==> src/rtt_pkg.sv <==
// Shared types and constants of the retransmit transaction table.
// No dependencies; every other file of the block but rtt_if imports this package.
`timescale 1ns / 1ps

package rtt_pkg;

  // Field widths
  localparam int ID_W   = 16;
  localparam int IV_W   = 24;
  localparam int RTY_W  = 3;
  localparam int SLOT_W = 3;
  localparam int CFG_W  = 16;

  // Interval saturation limits
  localparam logic [IV_W-1:0] IV_MAX  = 24'hFFFFFF;
  localparam logic [IV_W-1:0] IV_HALF = 24'h7FFFFF;

  // At most this many expiries are reported per tick
  localparam int              CNT_W       = 4;
  localparam logic [CNT_W-1:0] MAX_RESULTS = 4'd8;

  // Remainder unit: one quotient bit per step
  localparam int              DIV_CNT_W = 5;
  localparam logic [DIV_CNT_W-1:0] DIV_STEPS = 5'd16;

  // Configuration register indexes
  localparam int              CFG_IDX_W   = 2;
  localparam logic [CFG_IDX_W-1:0] CFG_BASE    = 2'd0;
  localparam logic [CFG_IDX_W-1:0] CFG_MODULUS = 2'd1;
  localparam logic [CFG_IDX_W-1:0] CFG_MAX_RTX = 2'd2;

  typedef enum logic [1:0] {
    CMD_OPEN = 2'd0,
    CMD_ACK  = 2'd1,
    CMD_TICK = 2'd2,
    CMD_NONE = 2'd3
  } cmd_t;

  typedef enum logic [2:0] {
    EV_SENT      = 3'd0,
    EV_RETX      = 3'd1,
    EV_TIMEOUT   = 3'd2,
    EV_ACKED     = 3'd3,
    EV_NOT_FOUND = 3'd4,
    EV_FULL      = 3'd5,
    EV_TICK_IDLE = 3'd6
  } event_t;

  typedef enum logic [2:0] {
    S_IDLE,
    S_DIV,
    S_WRITE,
    S_EVAL,
    S_FIN
  } state_t;

  // One table entry as held in the slot memory
  typedef struct packed {
    logic [ID_W-1:0]  msg_id;
    logic [RTY_W-1:0] retry;
    logic [IV_W-1:0]  armed;
    logic [IV_W-1:0]  remaining;
  } entry_t;

  // One result item
  typedef struct packed {
    event_t            ev;
    logic [SLOT_W-1:0] slot;
    logic [ID_W-1:0]   msg_id;
    logic [RTY_W-1:0]  attempt;
    logic [IV_W-1:0]   interval;
    logic              last;
  } result_t;

  // Configuration register values
  typedef struct packed {
    logic [CFG_W-1:0] base;
    logic [CFG_W-1:0] modulus;
    logic [RTY_W-1:0] max_rtx;
  } cfg_t;

  // Remainder unit request and response
  typedef struct packed {
    logic             start;
    logic [CFG_W-1:0] dividend;
    logic [CFG_W-1:0] divisor;
  } div_req_t;

  typedef struct packed {
    logic             done;
    logic [CFG_W-1:0] rem;
  } div_rsp_t;

endpackage

==> src/rtt_if.sv <==
// Valid/ready channel interfaces of the retransmit transaction table.
// Command channel and result channel; no dependencies.
`timescale 1ns / 1ps

interface rtt_in_if ();
  logic        valid;
  logic        ready;
  logic [1:0]  cmd;
  logic [15:0] msg_id;
  logic        confirmable;
  logic [15:0] rand_value;

  modport source (output valid, cmd, msg_id, confirmable, rand_value, input ready);
  modport sink   (input valid, cmd, msg_id, confirmable, rand_value, output ready);
endinterface

interface rtt_out_if ();
  logic        valid;
  logic        ready;
  logic [2:0]  event_res;
  logic [2:0]  slot;
  logic [15:0] event_msg_id;
  logic [2:0]  attempt;
  logic [23:0] new_interval;
  logic        last;

  modport source (output valid, event_res, slot, event_msg_id, attempt, new_interval, last,
                  input ready);
  modport sink   (input valid, event_res, slot, event_msg_id, attempt, new_interval, last,
                  output ready);
endinterface

==> src/retransmit_transaction_table.sv <==
// Top level of the retransmit transaction table: configuration registers,
// slot memory, remainder unit and sequencer. Depends on rtt_pkg, rtt_if,
// rtt_mem, rtt_div and rtt_seq.
//
//   port     dir  handshake         payload
//   in_ch    in   valid/ready       cmd, msg_id, confirmable, rand_value
//   out_ch   out  valid/ready       event_res, slot, event_msg_id, attempt,
//                                   new_interval, last
//   cfg_*    in   cfg_we            cfg_index, cfg_wdata
//
// A non-confirmable open or a full table goes straight to S_FIN; a confirmable
// open waits for the bit-serial remainder unit, skipped when the modulus is zero.
// Acknowledge and tick scan one slot per cycle over the separate read and write
// ports of the slot memory, stalling on an expiry while the output is full.
// Reset clears the valid bits, sequencer and output register; slot memory
// contents are not cleared. A full output register holds a tick scan at the
// next expiry until the waiting result is taken; a new command is taken
// while the last result of the previous one still waits.
`timescale 1ns / 1ps

module retransmit_transaction_table
  import rtt_pkg::*;
#(
  parameter int SLOTS = 8
) (
  input  logic                 clk,
  input  logic                 rst_n,
  rtt_in_if.sink               in_ch,
  rtt_out_if.source            out_ch,
  input  logic                 cfg_we,
  input  logic [CFG_IDX_W-1:0] cfg_index,
  input  logic [CFG_W-1:0]     cfg_wdata
);

  localparam int AW = (SLOTS > 1) ? $clog2(SLOTS) : 1;
  localparam int CW = $clog2(SLOTS + 1);

  cfg_t          cfg_r, cfg_nxt;
  div_req_t      div_req;
  div_rsp_t      div_rsp;
  logic          mem_we;
  logic [AW-1:0] mem_waddr;
  entry_t        mem_wdata;
  logic          mem_re;
  logic [AW-1:0] mem_raddr;
  entry_t        mem_rdata;

  // Configuration register writes
  always_comb begin
    cfg_nxt = cfg_r;
    if (cfg_we) begin
      case (cfg_index)
        CFG_BASE:    cfg_nxt.base    = cfg_wdata;
        CFG_MODULUS: cfg_nxt.modulus = cfg_wdata;
        CFG_MAX_RTX: cfg_nxt.max_rtx = cfg_wdata[RTY_W-1:0];
        default: begin
        end
      endcase
    end
  end

  always_ff @(posedge clk) begin
    if (!rst_n) begin
      cfg_r.base    <= 16'd256;
      cfg_r.modulus <= 16'd129;
      cfg_r.max_rtx <= 3'd4;
    end else begin
      cfg_r <= cfg_nxt;
    end
  end

  rtt_mem #(
    .DEPTH (SLOTS),
    .AW    (AW)
  ) u_mem (
    .clk   (clk),
    .we    (mem_we),
    .waddr (mem_waddr),
    .wdata (mem_wdata),
    .re    (mem_re),
    .raddr (mem_raddr),
    .rdata (mem_rdata)
  );

  rtt_div u_div (
    .clk   (clk),
    .rst_n (rst_n),
    .req   (div_req),
    .rsp   (div_rsp)
  );

  rtt_seq #(
    .SLOTS (SLOTS),
    .AW    (AW),
    .CW    (CW)
  ) u_seq (
    .clk       (clk),
    .rst_n     (rst_n),
    .in_ch     (in_ch),
    .out_ch    (out_ch),
    .cfg       (cfg_r),
    .div_req   (div_req),
    .div_rsp   (div_rsp),
    .mem_we    (mem_we),
    .mem_waddr (mem_waddr),
    .mem_wdata (mem_wdata),
    .mem_re    (mem_re),
    .mem_raddr (mem_raddr),
    .mem_rdata (mem_rdata)
  );

endmodule

==> src/rtt_mem.sv <==
// Slot memory: one write port, one read port, registered read data.
// Depends on rtt_pkg for the entry type.
`timescale 1ns / 1ps

module rtt_mem
  import rtt_pkg::*;
#(
  parameter int DEPTH = 8,
  parameter int AW    = 3
) (
  input  logic          clk,
  input  logic          we,
  input  logic [AW-1:0] waddr,
  input  entry_t        wdata,
  input  logic          re,
  input  logic [AW-1:0] raddr,
  output entry_t        rdata
);

  entry_t mem_r [DEPTH];
  entry_t rdata_r;

  // Write port
  always_ff @(posedge clk) begin
    if (we) begin
      mem_r[waddr] <= wdata;
    end
  end

  // Read port; data holds while no read is issued
  always_ff @(posedge clk) begin
    if (re) begin
      rdata_r <= mem_r[raddr];
    end
  end

  assign rdata = rdata_r;

endmodule

==> src/rtt_div.sv <==
// Bit-serial remainder unit (restoring), one dividend bit per cycle.
// Depends on rtt_pkg for the request/response structs.
`timescale 1ns / 1ps

module rtt_div
  import rtt_pkg::*;
(
  input  logic     clk,
  input  logic     rst_n,
  input  div_req_t req,
  output div_rsp_t rsp
);

  logic                 busy_r, busy_nxt;
  logic                 done_r, done_nxt;
  logic [DIV_CNT_W-1:0] cnt_r, cnt_nxt;
  logic [CFG_W-1:0]     rem_r, rem_nxt;
  logic [CFG_W-1:0]     dvd_r, dvd_nxt;
  logic [CFG_W-1:0]     dvs_r, dvs_nxt;
  logic [CFG_W:0]       trial;
  logic                 fits;

  // One restoring step
  always_comb begin
    trial    = {rem_r, dvd_r[CFG_W-1]};
    fits     = trial >= {1'b0, dvs_r};
    busy_nxt = busy_r;
    done_nxt = 1'b0;
    cnt_nxt  = cnt_r;
    rem_nxt  = rem_r;
    dvd_nxt  = dvd_r;
    dvs_nxt  = dvs_r;
    if (req.start) begin
      busy_nxt = 1'b1;
      cnt_nxt  = DIV_STEPS;
      rem_nxt  = '0;
      dvd_nxt  = req.dividend;
      dvs_nxt  = req.divisor;
    end else if (busy_r) begin
      rem_nxt = fits ? CFG_W'(trial - {1'b0, dvs_r}) : trial[CFG_W-1:0];
      dvd_nxt = {dvd_r[CFG_W-2:0], 1'b0};
      cnt_nxt = cnt_r - 1'b1;
      if (cnt_r == DIV_CNT_W'(1)) begin
        busy_nxt = 1'b0;
        done_nxt = 1'b1;
      end
    end
  end

  always_ff @(posedge clk) begin
    if (!rst_n) begin
      busy_r <= 1'b0;
      done_r <= 1'b0;
      cnt_r  <= '0;
    end else begin
      busy_r <= busy_nxt;
      done_r <= done_nxt;
      cnt_r  <= cnt_nxt;
    end
  end

  always_ff @(posedge clk) begin
    rem_r <= rem_nxt;
    dvd_r <= dvd_nxt;
    dvs_r <= dvs_nxt;
  end

  assign rsp.done = done_r;
  assign rsp.rem  = rem_r;

endmodule

==> src/rtt_seq.sv <==
// Sequencer: command decode, slot scans over the memory, valid bits,
// pending result and output register. Depends on rtt_pkg and rtt_if.
`timescale 1ns / 1ps

module rtt_seq
  import rtt_pkg::*;
#(
  parameter int SLOTS = 8,
  parameter int AW    = 3,
  parameter int CW    = 4
) (
  input  logic          clk,
  input  logic          rst_n,
  rtt_in_if.sink        in_ch,
  rtt_out_if.source     out_ch,
  input  cfg_t          cfg,
  output div_req_t      div_req,
  input  div_rsp_t      div_rsp,
  output logic          mem_we,
  output logic [AW-1:0] mem_waddr,
  output entry_t        mem_wdata,
  output logic          mem_re,
  output logic [AW-1:0] mem_raddr,
  input  entry_t        mem_rdata
);

  state_t             state_r, state_nxt;
  logic [CW-1:0]      idx_r, idx_nxt;
  logic [CNT_W-1:0]   n_r, n_nxt;
  logic [SLOTS-1:0]   valid_r, valid_nxt;
  logic [ID_W-1:0]    id_r, id_nxt;
  logic [CFG_W-1:0]   add_r, add_nxt;
  logic               tick_r, tick_nxt;
  logic               pend_v_r, pend_v_nxt;
  result_t            pend_r, pend_nxt;
  logic               out_v_r, out_v_nxt;
  result_t            out_r, out_nxt;

  logic               free_found;
  logic [AW-1:0]      free_idx;
  logic               out_free;
  logic               push;
  result_t            push_pl;
  logic               adv;
  logic               cur_valid;
  logic               expire;
  logic [IV_W-1:0]    rem_dec;
  logic [IV_W-1:0]    iv_dbl;
  logic [IV_W-1:0]    iv_first;
  logic [CW-1:0]      idx_inc;
  logic [SLOT_W-1:0]  slot_cur;

  // Lowest free slot for an open
  always_comb begin
    free_found = 1'b0;
    free_idx   = '0;
    for (int k = SLOTS - 1; k >= 0; k--) begin
      if (!valid_r[k]) begin
        free_found = 1'b1;
        free_idx   = AW'(k);
      end
    end
  end

  // Per-slot arithmetic on the entry just read
  always_comb begin
    cur_valid = valid_r[idx_r[AW-1:0]];
    rem_dec   = (mem_rdata.remaining == '0) ? '0 : mem_rdata.remaining - 1'b1;
    iv_dbl    = (mem_rdata.armed > IV_HALF) ? IV_MAX : {mem_rdata.armed[IV_W-2:0], 1'b0};
    expire    = (rem_dec == '0) && (n_r < MAX_RESULTS);
    iv_first  = IV_W'(cfg.base) + IV_W'(add_r);
    idx_inc   = idx_r + 1'b1;
    slot_cur  = SLOT_W'(idx_r);
    out_free  = !out_v_r || out_ch.ready;
  end

  // Next state and datapath control
  always_comb begin
    state_nxt  = state_r;
    idx_nxt    = idx_r;
    n_nxt      = n_r;
    valid_nxt  = valid_r;
    id_nxt     = id_r;
    add_nxt    = add_r;
    tick_nxt   = tick_r;
    pend_v_nxt = pend_v_r;
    pend_nxt   = pend_r;
    out_v_nxt  = out_v_r && !out_ch.ready;
    out_nxt    = out_r;
    push       = 1'b0;
    push_pl    = pend_r;
    adv        = 1'b0;
    mem_we     = 1'b0;
    mem_waddr  = idx_r[AW-1:0];
    mem_wdata  = mem_rdata;
    mem_re     = 1'b0;
    mem_raddr  = '0;
    div_req    = '0;
    in_ch.ready = (state_r == S_IDLE);

    case (state_r)
      S_IDLE: begin
        if (in_ch.valid) begin
          id_nxt = in_ch.msg_id;
          case (cmd_t'(in_ch.cmd))
            CMD_OPEN: begin
              if (!free_found) begin
                pend_nxt   = '{ev: EV_FULL, slot: '0, msg_id: in_ch.msg_id, attempt: '0,
                               interval: '0, last: 1'b0};
                pend_v_nxt = 1'b1;
                state_nxt  = S_FIN;
              end else if (!in_ch.confirmable) begin
                pend_nxt   = '{ev: EV_SENT, slot: SLOT_W'(free_idx), msg_id: in_ch.msg_id,
                               attempt: '0, interval: '0, last: 1'b0};
                pend_v_nxt = 1'b1;
                state_nxt  = S_FIN;
              end else begin
                idx_nxt = CW'(free_idx);
                if (cfg.modulus == '0) begin
                  add_nxt   = '0;
                  state_nxt = S_WRITE;
                end else begin
                  div_req.start    = 1'b1;
                  div_req.dividend = in_ch.rand_value;
                  div_req.divisor  = cfg.modulus;
                  state_nxt        = S_DIV;
                end
              end
            end
            CMD_ACK: begin
              // Default answer is "not found"; a match overwrites it
              tick_nxt   = 1'b0;
              pend_nxt   = '{ev: EV_NOT_FOUND, slot: '0, msg_id: in_ch.msg_id, attempt: '0,
                             interval: '0, last: 1'b0};
              pend_v_nxt = 1'b1;
              idx_nxt    = '0;
              mem_re     = 1'b1;
              state_nxt  = S_EVAL;
            end
            CMD_TICK: begin
              tick_nxt  = 1'b1;
              n_nxt     = '0;
              idx_nxt   = '0;
              mem_re    = 1'b1;
              state_nxt = S_EVAL;
            end
            default: begin
            end
          endcase
        end
      end

      S_DIV: begin
        if (div_rsp.done) begin
          add_nxt   = div_rsp.rem;
          state_nxt = S_WRITE;
        end
      end

      S_WRITE: begin
        mem_we                    = 1'b1;
        mem_wdata                 = '{msg_id: id_r, retry: '0, armed: iv_first,
                                      remaining: iv_first};
        valid_nxt[idx_r[AW-1:0]]  = 1'b1;
        pend_nxt   = '{ev: EV_SENT, slot: slot_cur, msg_id: id_r, attempt: '0,
                       interval: iv_first, last: 1'b0};
        pend_v_nxt = 1'b1;
        state_nxt  = S_FIN;
      end

      S_EVAL: begin
        if (!tick_r) begin
          // Acknowledge search
          if (cur_valid && mem_rdata.msg_id == id_r) begin
            valid_nxt[idx_r[AW-1:0]] = 1'b0;
            pend_nxt  = '{ev: EV_ACKED, slot: slot_cur, msg_id: id_r,
                          attempt: mem_rdata.retry, interval: '0, last: 1'b0};
            state_nxt = S_FIN;
          end else begin
            adv = 1'b1;
          end
        end else if (!cur_valid) begin
          adv = 1'b1;
        end else if (!expire) begin
          // Count down, saturating at zero
          mem_we              = 1'b1;
          mem_wdata.remaining = rem_dec;
          adv                 = 1'b1;
        end else if (!(pend_v_r && !out_free)) begin
          // Expiry: release the previous result, this one becomes pending
          push  = pend_v_r;
          n_nxt = n_r + 1'b1;
          if (mem_rdata.retry < cfg.max_rtx) begin
            mem_we     = 1'b1;
            mem_wdata  = '{msg_id: mem_rdata.msg_id, retry: mem_rdata.retry + 1'b1,
                           armed: iv_dbl, remaining: iv_dbl};
            pend_nxt   = '{ev: EV_RETX, slot: slot_cur, msg_id: mem_rdata.msg_id,
                           attempt: mem_rdata.retry + 1'b1, interval: iv_dbl, last: 1'b0};
          end else begin
            valid_nxt[idx_r[AW-1:0]] = 1'b0;
            pend_nxt   = '{ev: EV_TIMEOUT, slot: slot_cur, msg_id: mem_rdata.msg_id,
                           attempt: mem_rdata.retry, interval: '0, last: 1'b0};
          end
          pend_v_nxt = 1'b1;
          adv        = 1'b1;
        end

        // Step to the next slot, reading it while this one is written back
        if (adv) begin
          if (idx_inc == CW'(SLOTS)) begin
            state_nxt = S_FIN;
          end else begin
            idx_nxt   = idx_inc;
            mem_re    = 1'b1;
            mem_raddr = idx_inc[AW-1:0];
          end
        end
      end

      S_FIN: begin
        if (out_free) begin
          push = 1'b1;
          // A tick without expiries reports idle
          if (!pend_v_r) begin
            push_pl = '{ev: EV_TICK_IDLE, slot: '0, msg_id: '0, attempt: '0,
                        interval: '0, last: 1'b0};
          end
          push_pl.last = 1'b1;
          pend_v_nxt = 1'b0;
          state_nxt  = S_IDLE;
        end
      end

      default: begin
        state_nxt = S_IDLE;
      end
    endcase

    if (push) begin
      out_v_nxt = 1'b1;
      out_nxt   = push_pl;
    end
  end

  // Control registers
  always_ff @(posedge clk) begin
    if (!rst_n) begin
      state_r  <= S_IDLE;
      valid_r  <= '0;
      pend_v_r <= 1'b0;
      out_v_r  <= 1'b0;
      idx_r    <= '0;
      n_r      <= '0;
      tick_r   <= 1'b0;
    end else begin
      state_r  <= state_nxt;
      valid_r  <= valid_nxt;
      pend_v_r <= pend_v_nxt;
      out_v_r  <= out_v_nxt;
      idx_r    <= idx_nxt;
      n_r      <= n_nxt;
      tick_r   <= tick_nxt;
    end
  end

  // Payload registers
  always_ff @(posedge clk) begin
    id_r   <= id_nxt;
    add_r  <= add_nxt;
    pend_r <= pend_nxt;
    out_r  <= out_nxt;
  end

  assign out_ch.valid        = out_v_r;
  assign out_ch.event_res    = out_r.ev;
  assign out_ch.slot         = out_r.slot;
  assign out_ch.event_msg_id = out_r.msg_id;
  assign out_ch.attempt      = out_r.attempt;
  assign out_ch.new_interval = out_r.interval;
  assign out_ch.last         = out_r.last;

`ifndef ASSERT_OFF
  // No more expiries than allowed are ever counted in one tick
  a_result_bound: assert property (@(posedge clk) disable iff (!rst_n)
    n_r <= MAX_RESULTS)
    else $error("expiry count exceeds limit");

  // The remainder unit only answers while an open waits for it
  a_div_done: assert property (@(posedge clk) disable iff (!rst_n)
    div_rsp.done |-> state_r == S_DIV)
    else $error("remainder unit done outside wait state");

  // Nothing is left pending once the block is idle again
  a_idle_clean: assert property (@(posedge clk) disable iff (!rst_n)
    state_r == S_IDLE |-> !pend_v_r)
    else $error("pending result left behind");

  // The slot memory is written only on open or during a tick scan
  a_mem_write: assert property (@(posedge clk) disable iff (!rst_n)
    mem_we |-> (state_r == S_WRITE || (state_r == S_EVAL && tick_r)))
    else $error("unexpected slot memory write");

  // A pending result is never overwritten while it cannot be released
  a_pend_hold: assert property (@(posedge clk) disable iff (!rst_n)
    (state_r == S_EVAL && tick_r && pend_v_r && !out_free) |=> $stable(pend_r))
    else $error("pending result lost");
`endif

endmodule

==> src/flat_wrapper.sv <==
// flat-port wrapper written by rule: the top's interface ports become plain ports
module retransmit_transaction_table_flat import rtt_pkg::*;
#(
  parameter int SLOTS = 8
)
  (clk, rst_n, cfg_we, cfg_index, cfg_wdata, in_ch_valid, in_ch_cmd, in_ch_msg_id, in_ch_confirmable, in_ch_rand_value, in_ch_ready, out_ch_valid, out_ch_event_res, out_ch_slot, out_ch_event_msg_id, out_ch_attempt, out_ch_new_interval, out_ch_last, out_ch_ready);
  rtt_in_if in_ch_i ();
  rtt_out_if out_ch_i ();
  input  logic clk;
  input  logic rst_n;
  input  logic cfg_we;
  input  logic [CFG_IDX_W-1:0] cfg_index;
  input  logic [CFG_W-1:0] cfg_wdata;
  input wire logic [$bits(in_ch_i.valid)-1:0] in_ch_valid;
  input wire logic [$bits(in_ch_i.cmd)-1:0] in_ch_cmd;
  input wire logic [$bits(in_ch_i.msg_id)-1:0] in_ch_msg_id;
  input wire logic [$bits(in_ch_i.confirmable)-1:0] in_ch_confirmable;
  input wire logic [$bits(in_ch_i.rand_value)-1:0] in_ch_rand_value;
  output wire logic [$bits(in_ch_i.ready)-1:0] in_ch_ready;
  output wire logic [$bits(out_ch_i.valid)-1:0] out_ch_valid;
  output wire logic [$bits(out_ch_i.event_res)-1:0] out_ch_event_res;
  output wire logic [$bits(out_ch_i.slot)-1:0] out_ch_slot;
  output wire logic [$bits(out_ch_i.event_msg_id)-1:0] out_ch_event_msg_id;
  output wire logic [$bits(out_ch_i.attempt)-1:0] out_ch_attempt;
  output wire logic [$bits(out_ch_i.new_interval)-1:0] out_ch_new_interval;
  output wire logic [$bits(out_ch_i.last)-1:0] out_ch_last;
  input wire logic [$bits(out_ch_i.ready)-1:0] out_ch_ready;
  assign in_ch_i.valid = in_ch_valid;
  assign in_ch_i.cmd = in_ch_cmd;
  assign in_ch_i.msg_id = in_ch_msg_id;
  assign in_ch_i.confirmable = in_ch_confirmable;
  assign in_ch_i.rand_value = in_ch_rand_value;
  assign in_ch_ready = in_ch_i.ready;
  assign out_ch_valid = out_ch_i.valid;
  assign out_ch_event_res = out_ch_i.event_res;
  assign out_ch_slot = out_ch_i.slot;
  assign out_ch_event_msg_id = out_ch_i.event_msg_id;
  assign out_ch_attempt = out_ch_i.attempt;
  assign out_ch_new_interval = out_ch_i.new_interval;
  assign out_ch_last = out_ch_i.last;
  assign out_ch_i.ready = out_ch_ready;
  retransmit_transaction_table #(.SLOTS(SLOTS)) u_core (.clk(clk), .rst_n(rst_n), .in_ch(in_ch_i), .out_ch(out_ch_i), .cfg_we(cfg_we), .cfg_index(cfg_index), .cfg_wdata(cfg_wdata));
endmodule
==> config.mk <==
export PLATFORM = sky130hd
export DESIGN_NAME = retransmit_transaction_table_flat
export DESIGN_NICKNAME = d
export VERILOG_FILES = /design/src/rtt_pkg.sv /design/src/rtt_if.sv /design/src/retransmit_transaction_table.sv /design/src/rtt_mem.sv /design/src/rtt_div.sv /design/src/rtt_seq.sv /design/src/flat_wrapper.sv
export SDC_FILE = /design/constraint.sdc
export NUM_CORES = 1
export LEC_CHECK = 0
export ABC_AREA = 1
export BUFFER_PORTS_ARGS = -buffer_cell sky130_fd_sc_hd__buf_2
export CAP_MARGIN = 5
export CORE_MARGIN = 5
export CORE_UTILIZATION = 55
export CTS_BUF_LIST = sky130_fd_sc_hd__clkbuf_8
export CTS_CLUSTER_SIZE = 16
export DETAILED_ROUTE_END_ITERATION = 16
export PLACE_DENSITY = 0.72
export REMOVE_ABC_BUFFERS = 1
export SYNTH_ARGS = -nofsm -noshare
export SYNTH_HDL_FRONTEND = slang
export SYNTH_HIERARCHICAL = 1
export SYNTH_SLANG_ARGS = --single-unit
export TNS_END_PERCENT = 50
==> constraint.sdc <==
create_clock -name clk -period 21.2 [get_ports clk]
set_input_delay 3.18 -clock clk [delete_from_list [all_inputs] [get_ports clk]]
set_output_delay 3.18 -clock clk [all_outputs]
set_load 0.02 [all_outputs]
# Word level (Yosys, flattened, before mapping)
# Memory sizes are Yosys's and may differ from the RTL's. A register that Yosys moved wholly into a read port is not among the register bits.
# Cells that the tools add are included.
# classes
n_addsub	7
order_cmp	6
n_eq_ne	35
muxes	138
bitwise_logic	10
reduce_logical	38
# op_table
cell	n
2-to-1 mux 50 bit	11
2-to-1 mux 51 bit	4
2-to-1 mux 33 bit	6
case mux 50 bit (3 select lines)	1
2-to-1 mux 16 bit	9
case mux 67 bit (2 select lines)	1
case mux 50 bit (2 select lines)	1
2-to-1 mux 24 bit	3
2-to-1 mux 3 bit	20
2-to-1 mux 49 bit	1
zero test 24 bit	2
2-to-1 mux 8 bit	6
2-to-1 mux 1 bit	45
2-to-1 mux 4 bit	11
case mux 16 bit (2 select lines)	1
2-to-1 mux 27 bit	1
> comparator 24 x 23 -> 1 bit, second input constant	1
case mux 4 bit (2 select lines)	3
subtractor 24 x 1 -> 24 bit, second input constant	1
inequality test 3 bit, second input constant	7
AND reduction 7 bit	3
inequality test 2 bit, second input constant	9
adder 16 x 16 -> 17 bit	1
greater-or-equal comparator 17 x 16 -> 1 bit	1
other kinds (51)	85
# word_totals
reg_bits	244
ramBits	536
inputBits	58
output_inout_bits	52
n_memories	1
# mem_list
name	words	width	read_ports	rd_clocked_by_memory_dff	write_ports	line	rtl
u_core.u_mem.mem_r	8	67	1	1	1	rtt_mem.sv:20	entry_t mem_r [DEPTH];

# Longest topological paths before layout
# Gate-level depths: netlist of the first run.
# logic_depth
ltp_word	13
ltp_mapped	25
depth_no_buf	22

# Modules after synthesis
# Netlist of the first run, hierarchy kept.
# modules_own_cells
module	n_inst	cells_each	area_per_inst_um2	seq_area_each_um2
rtt_mem	1	2401	25416.9	18107.4
rtt_seq	1	1497	10766.6	4374.2
rtt_div	1	455	3367.0	1421.4
retransmit_transaction_table	1	224	1493.9	700.7

# Worst setup path after synthesis of the first run
# OpenSTA, ideal clock, no wires.
# synth_path
path_type	input to register
start	input port in_ch_cmd[0]
end	register u_core/u_seq/pend_r[10] (netlist bit) (enable)
t_arrival_ns	8.624
required_ns	20.623
setup_slack_ns	11.998
path_stages	8
path_cell_list	inv_1 -> ha_1 -> inv_1 -> nor2_1 -> nand3_1 -> nor3b_1 -> inv_1 -> nor4_1
# synth_between
elab_chain_len	3
# synth_lines
item	line	rtl
start: declaration	flat_wrapper.sv:15	input wire logic [$bits(in_ch_i.cmd)-1:0] in_ch_cmd;
equality test 2 x 1 -> 1 bit or zero test 2 bit (tied branches)	rtt_seq.sv:105	case (cmd_t'(in_ch.cmd))
inequality test 3 x 1 -> 1 bit (no source line) or inequality test 4 bit (tied branches)	-	
AND reduction 8 bit (no source line) (*)	-	
end signal: assignment	rtt_seq.sv:270	pend_r <= pend_nxt;
end: declaration	rtt_seq.sv:35	result_t pend_r, pend_nxt;
# Mark *: on every way between the ends. The rest lies on a longest branch, timed or not.
# A chain may end at the register's enable or synchronous reset.

# Worst setup path after layout of the first run
# layout_path
start	input port out_ch_ready
end	memory u_core/u_mem/mem_r[2][27] (netlist bit) (enable)
# layout_between
elab_chain_len	10
# layout_lines
item	line	rtl
start: declaration	flat_wrapper.sv:27	input wire logic [$bits(out_ch_i.ready)-1:0] out_ch_ready;
logical OR 1 bit	rtt_seq.sv:74	out_free = !out_v_r || out_ch.ready;
zero test 1 bit	rtt_seq.sv:189	end else if (!(pend_v_r && !out_free)) begin
logical AND 1 bit	rtt_seq.sv:189	
2-to-1 mux 1 bit	rtt_seq.sv:189	
2-to-1 mux 1 bit	rtt_seq.sv:184	end else if (!expire) begin
2-to-1 mux 1 bit	rtt_seq.sv:182	end else if (!cur_valid) begin
2-to-1 mux 1 bit	rtt_seq.sv:172	if (!tick_r) begin
case mux 1 bit (2 select lines)	rtt_seq.sv:101	case (state_r)
via u_core.mem_we	retransmit_transaction_table.sv:41	logic mem_we;
2-to-1 mux 1 bit	rtt_mem.sv:25	if (we) begin
2-to-1 mux 1 bit (not written as such)	rtt_mem.sv:26	mem_r[waddr] <= wdata;
end: declaration	rtt_mem.sv:20	
# The timed path passes the listed nets, and every way through them passes these cells.

==> impl_results.md, run 1 <==
* Status: finished clean
* Slew @ Worst Pin at 1241 ps
* DRC violation total after the first TritonRoute iteration at 3,081
* Top cells by area, synth: edfxtp_1 (56%), nand2_1 (13%), inv_1 (8.0%)
* Post-DRT Antenna Nets at 0
* CP max-delay cell: nor2_4
* Port bufs at 109
* Pwr dens at roughly 110 nW/um^2
* Worst skew pair latency at 810 ps
* Post-cts gate resize count at 0
* Register area share after synthesis at 59.94%
* Seq cells post-synth at 846
* Final period util at 30.36%
* Layout area overhead at 9.349%
* Main synth FF type: edfxtp_1
* Total grt overflow at 0
* Die W at 283.2 microns
* Cell taking the most area after synthesis: edfxtp_1
* Final hold slack at 466.6 ps
* Worst path bufs/invs at 5
* Core area at 74,200 sq um
* Period minus WS final at 6437 ps
* Post-CTS Setup Inserts at 0
* CP Cell Sequence: buf_2, nor2_1, inv_1, nor2_1, nor2_1, buf_4, inv_1, nand2_1, nand2_2, o21ai_0, nand2_1, nor2_4, buf_4
* CP required at 21,600 ps
* Crit Path Max Fanout at 38
* Final Hold Viols at 0
* Quantity of hold-fixing buffers added after cts at 0
* Mapped Area at 41,040 sq um
* TritonCTS clock tree: built
* Total Routing Usage GR at 25.99%
* P_leak at 20.21 nW
* Worst setup SP type: input pin
* I/O pin count at 110
* Slew Viols, Final at 0
* Synth cell count leaders: nand2_1 (1,420), inv_1 (880), edfxtp_1 (766)
* Post-synth EDFFs at between 700 and 800
* Final Util at 60.49%
* R2r setup slk at 15,570 ps
* CTS sink cnt at 846
* CP top delay family: simple AND/OR/NAND/NOR gates
* Via count of the first global-routing pass at approximately 29k
* Drt total wl at roughly 110 mm
* DR WL/cell at ~18 microns
* Crit end category: flop
* Number of max-cap violations at 0
* Vias at 30.74k
* Share of the synthesized area in the top cell type at 56.04%
* Worst path most repeated cell: nor2_1
* Vert. Die Dim at 283.2 microns
* DRC Markers at 0
* Fin area at 44,880 sq um
* Critical Path AT at approximately 6800 ps
* H-tree depth at 4
* Largest net degree at the start of global routing at 189
* Final Total Pwr at 4.786 mW
* Ratio of cells with drive above 1 in the final layout at 8.759%
* Slew HR at 17.15%
* Syn_area_per_cell at 8.968 sq um
* Initial antenna violation count at 2
* Layout Skew at 41.64 ps
* Root buf cell: clkbuf_8
* CTS max path bufs at 3
* Hold Crit Class: flop to flop
* Async SR Flop Fraction at 0%
* Crit path kind: input pin to flop
* Final setup viols at 0
* # nets final at 4,793
* Max stage delay on crit path at 980 ps
* First-pass GRT wire length at 164.5 mm
* RSZ-0062 raised after global routing: no
* Via density at between 5 and 6
* Distinct cells, synth at 52
* # rows at 100
* Post-DP Area at 42,240 sq um
* Die ar. at between 80,000 and 90,000 sq um
* Post-Syn Instances at about 4.6k
* Clock transition at path regs at ~60 ps
* Initial Util at 55.32%
* Warnings, synthesis at 6
* Drt first pass iters at 6
* Most frequent cell after synthesis: nand2_1
* FMAX at 0.1554 GHz
* GP Congestion at 0.9819
* VDD IR max at between 0.06 and 0.07 mV
* Inserted Clock Buffers at 142
* Post-DP HPWL at around 65 mm
## area by class of cell
class                           instances  area [sq um]
Inverter                              888          3346
Tap cell                              969          1212
Antenna cell                            3         7.507
Fill cell                            6276         29310
Timing Repair Buffer                  149         858.3
Clock inverter                        100         566.8
Multi-Input combinational cell       2662         12220
Sequential cell                       846         24600
Clock buffer                          150          2064
## logic make-up after synthesis
logic type	after synthesis	share of synthesized area, %
simple gates	2288	23.32
buf+inv	1069	10.59
compound gates	306	4.240
flops	846	59.94
xor+xnor	22	0.4695
fa+ha+maj	46	1.439
## where the power goes
part           total (mW)  internal [mW]  switching, mW
logic                1.11          0.284          0.831
registers            2.31           2.20          0.106
clock network        1.36          0.706          0.655
total                4.79           3.19           1.59
## final timing paths
check,startpoint,endpoint,depth (start not counted)
worst max-delay path,out_ch_ready,u_core/u_mem/mem_r[2][27]$_DFFE_PP_,13
worst min-delay path,u_core/cfg_r[2]$_SDFFE_PN1P_,u_core/cfg_r[2]$_SDFFE_PN1P_,2
worst max register to register,u_core/u_seq/state_r[1]$_SDFFE_PN0P_,u_core/u_mem/mem_r[2][27]$_DFFE_PP_,10
worst min register to register,u_core/cfg_r[2]$_SDFFE_PN1P_,u_core/cfg_r[2]$_SDFFE_PN1P_,2
## cells in the final DEF (no fill, tap or decap), types with 5 or more instances in the layout
master     Yosys  layout
o211ai_1      26      26
nor2_4         7      19
nand4_1       30      30
buf_4         39      39
a21oi_1       90      90
clkinv_2       0      13
clkbuf_8       0     150
o221ai_1       6       6
clkinv_1       3      32
xnor2_1       13      13
buf_2         63     109
nand2_4        5       6
and2_1         5       5
inv_1        880     920
o21ai_1       12      12
nor4_1         6       5
xor2_1         9       9
o21ai_0      126     125
nor2_1       304     291
nand3_1      423     423
ha_1          44      44
edfxtp_1     766     766
or2_2         13      13
o21bai_1      13      13
nand3_2       12      12
nand2_2       12      12
o2111ai_1      7       7
nand3b_1       9       9
o22ai_1       10      10
nor3_1        23      22
nor2_2        15      16
dfxtp_1       80      80
nand2_1     1420    1419
## state kept, by name, summed over array words and instances, names as in the netlist, 3 cells and up, named ones only
| signal | count |
|---|---|
| u_core/u_seq/idx_r | 4 |
| u_core/u_seq/out_ch.slot | 3 |
| u_core/u_seq/n_r | 4 |
| u_core/u_seq/out_ch.attempt | 3 |
| u_core/u_seq/out_ch.new_interval | 24 |
| u_core/u_seq/add_r | 16 |
| u_core/u_div/rem_r | 16 |
| u_core/u_div/dvd_r | 16 |
| u_core/u_seq/pend_r | 49 |
| u_core/u_seq/state_r | 3 |
| u_core/u_div/dvs_r | 16 |
| u_core/u_mem/rdata | 67 |
| u_core/u_seq/out_ch.event_res | 3 |
| u_core/u_div/cnt_r | 5 |
| u_core/u_seq/out_ch.event_msg_id | 16 |
| u_core/cfg_r | 35 |
| u_core/u_mem/mem_r | 536 |
| u_core/u_seq/id_r | 16 |
## layer usage
metal  part of all wire, %  wire (microns)  GRT usage [%]  vias to the layer above
li1                      -               -              -                    14793
met1                    42           44260          35.02                    14377
met2                    46           49190          41.77                     1320
met3                   8.1            8574          4.871                      248
met4                   4.1            4356          11.09                        0
met5                     0               0              0                        -
## through the flow
stage | setup WS [ps] | instances | TNS, ps
2_1_floorplan | -3806 | 4396 | -254980
3_5_place_dp | 14030 | 5514 | 0
5_1_grt | 14660 | 5766 | 0
3_3_place_gp | 14110 | 5514 | 0
4_1_cts | 14880 | 5764 | 0
6_report | 14760 | 5767 | 0
## worst min-delay path: stages, from the launching register on
cell,delay (ps)
dfxtp_1,330
nand2_1,50
nand3_1,50
(Power assumes the default switching activity.)
==> run 2: changes to the inputs <==
--- a/config.mk
+++ b/config.mk
@@ -13,7 +13,7 @@
 export CTS_BUF_LIST = sky130_fd_sc_hd__clkbuf_8
 export CTS_CLUSTER_SIZE = 16
 export DETAILED_ROUTE_END_ITERATION = 16
-export PLACE_DENSITY = 0.72
+export PLACE_DENSITY = 0.74
 export REMOVE_ABC_BUFFERS = 1
 export SYNTH_ARGS = -nofsm -noshare
 export SYNTH_HDL_FRONTEND = slang
==> constraint.sdc (replaced) <==
create_clock -name clk -period 5.4 [get_ports clk]
set_input_delay 0.81 -clock clk [delete_from_list [all_inputs] [get_ports clk]]
set_output_delay 0.81 -clock clk [all_outputs]
set_load 0.02 [all_outputs]
==> run 2 against run 1 <==
Setup slack worse by 14000 ps. Largest power group unchanged. Critical path depth increased by 6. Die area is the same.
==> impl_results.md, run 2 (synthesized netlist as in run 1, its figures left out) <==
* Status: finished clean
* Worst skew pair latency at 810 ps (about the same)
* Via count of the first global-routing pass at 29.60k (+0.71%)
* Vert. Die Dim at 283.2 microns (unchanged)
* First-pass GRT wire length at 166.7 mm (+1.3%)
* Inst Count DP at 5,545 (+0.56%)
* H-tree depth at 4 (unchanged)
* Pwr dens at 420.2 nW/um^2 (+290%)
* CP required at 5860 ps (-15,740 ps)
* Final Util at 61.18% (+0.69 points)
* FMAX at 0.2053 GHz
* GP Congestion at 0.9642 (-1.8%)
* Critical Path AT at 5330 ps (-1510 ps)
* Die W at 283.2 microns (unchanged)
* Hold Crit Depth at 1 (-1)
* Inserted Clock Buffers at 140 (-1.4%)
* Worst path most repeated cell: nand2_1
* Clock transition at path regs at 60 ps (about the same)
* Number of max-cap violations at 0 (unchanged)
* R2R depth at 19 (+9)
* Vias at 31.14k (+1.3%)
* RSZ-0062 raised after global routing: no
* Drt total wl at 108.8 mm (+2.3%)
* Final setup viols at 0 (unchanged)
* # fillers at 6,212 (-1.0%)
* Total grt overflow at 0 (unchanged)
* Ratio of cells with drive above 1 in the final layout at 9.472% (+0.71 points)
* Crit path kind: flop to flop
* CTS max path bufs at 3 (unchanged)
* Drt first pass iters at 6 (unchanged)
* Hold Crit Class: input pin to flop
* Via density at 5.373 (+0.81%)
* Slew HR at 11.15% (-6.0 points)
* DRC Markers at 0 (unchanged)
* Final Hold Viols at 0 (unchanged)
* Crit Path Max Fanout at 23 (-39%)
* Layout Skew at 46.81 ps (+5.169 ps)
* Core area at 74,200 sq um (unchanged)
* R2r setup slk at 530 ps (-15,040 ps)
* Number of flip-flops in the largest register at 536 (unchanged)
* CP Cell Sequence: inv_1, ha_1, nand2_2, nor2_4, nand2_2, o21ai_0, nand3_1, nand2_1, clkinv_1, nand2_1, nor2_4, nand2_4, inv_2, nand2_1, nand2_2, o21ai_0, nand2_1, nor2_4, buf_4
* Commonest non-fill, non-tap cell in the layout: nand2_1
* DR WL/cell at 18.78 microns (+1.8%)
* I/O pin count at 110 (unchanged)
* Post-cts gate resize count at 0 (unchanged)
* Fin cells at 5,795 (+0.49%)
* Largest Register: u_core/u_mem/mem_r
* Initial antenna violation count at 3 (+1)
* CP max-delay cell: nor2_4
* # nets final at 4,822 (+0.61%)
* VDD IR max at 0.2734 mV (+340%)
* Crit end category: flop
* P_leak at 20.45 nW (+1.2%)
* Post-DRT Antenna Nets at 0 (unchanged)
* Layout area overhead at 10.59%
* Max stage delay on crit path at 630 ps (-350 ps)
* Final period util at 90.21%
* Total Routing Usage GR at 26.50% (+0.52 points)
* TritonCTS clock tree: built
* Port bufs at 109 (unchanged)
* Post-CTS Setup Inserts at 0 (unchanged)
* # rows at 100 (unchanged)
* Most frequent cells in the layout: nand2_1 (1,419), inv_1 (922), edfxtp_1 (766)
* Worst setup SP type: flop
* DRC violation total after the first TritonRoute iteration at 2,848 (-7.6%)
* CTS sink cnt at 846 (unchanged)
* Die ar. at 80,190 sq um (unchanged)
* Slew @ Worst Pin at 1319 ps (+77.45 ps)
* Root buf cell: clkbuf_8
* Quantity of hold-fixing buffers added after cts at 0 (unchanged)
* Initial Util at 55.32% (unchanged)
* Largest net degree at the start of global routing at 160 (-15%)
* Setup TNS at 0 ps (unchanged)
* Period minus WS final at 4871 ps
* Post-DP HPWL at 69.20 mm (+6.0%)
* Slew Viols, Final at 0 (unchanged)
==> run 2: cell types whose count changed in the layout (fill, tap and decap cells not counted), moves of 3 or more <==
cell | before | now
buf_4 | 39 | 52
buf_12 | 1 | 19
clkinv_2 | 13 | 17
inv_6 | 4 | 0
clkinv_1 | 32 | 24
bufinv_16 | 4 | 7
clkinvlp_4 | 4 | 9
clkbuf_8 | 150 | 146
==> run 2: worst max-delay path, delay by kind of cell, from the launching register on <==
kind,cells,cell delay (ps)
buffers and inverters,4,870
adder cells (fa/ha/maj),1,250
AO/OA/AOI/OAI,2,420
AND/OR/NAND/NOR,12,2560
flip-flops,1,410
==> run 2: area by class of cell <==
class / count / area [sq um] / share of cell area, %
Tap cell: 969 / 1212 / 2.671
Multi-Input combinational cell: 2662 / 12230 / 26.94
Clock inverter: 103 / 673.1 / 1.483
Timing Repair Buffer: 180 / 1316 / 2.900
Antenna cell: 1 / 2.502 / 0.005513
Inverter: 888 / 3346 / 7.371
Sequential cell: 846 / 24600 / 54.20
Clock buffer: 146 / 2009 / 4.427
==> run 2: power breakdown <==
group	internal [mW]	leakage [nW]	switching (mW)
combinational	1.18	11.3	3.40
clock	2.86	1.52	2.58
sequential	8.66	7.64	0.401
total	12.7	20.5	6.38
==> run 2: layer usage <==
metal / share of wire, % / vias to the layer above / GRT usage, %
met4: 4.1 / 2 / 11.49
met1: 41 / 14610 / 35.16
met2: 47 / 1396 / 43.16
li1: - / 14864 / -
met3: 8.2 / 264 / 4.952
met5: 0.012 / - / 0
==> run 2: worst paths after layout <==
kind,from,end
max,u_core/u_mem/rdata[0]$_DFFE_PP_,u_core/u_mem/mem_r[5][28]$_DFFE_PP_
min,in_ch_msg_id[13],u_core/u_seq/id_r[13]$_DFFE_PP_
max reg2reg,u_core/u_mem/rdata[0]$_DFFE_PP_,u_core/u_mem/mem_r[5][28]$_DFFE_PP_
min reg2reg,u_core/cfg_r[2]$_SDFFE_PN1P_,u_core/cfg_r[2]$_SDFFE_PN1P_
==> run 2: metrics by stage <==
| stage | cell area, sq um | worst slack [ps] | hold slack [ps] | power, mW |
|---|---|---|---|---|
| CTS | 45390 | 619.5 | 137.4 | 19.14 |
| floorplan | 40040 | -18780 | 428.9 | 12.02 |
| finish | 45390 | 528.8 | 198.9 | 19.08 |
| global route | 45390 | 208.9 | 158.1 | 20.04 |
| detailed placement | 42710 | 641.9 | 454.7 | 13.70 |
| global placement | 42710 | 660.6 | 451.3 | 13.60 |
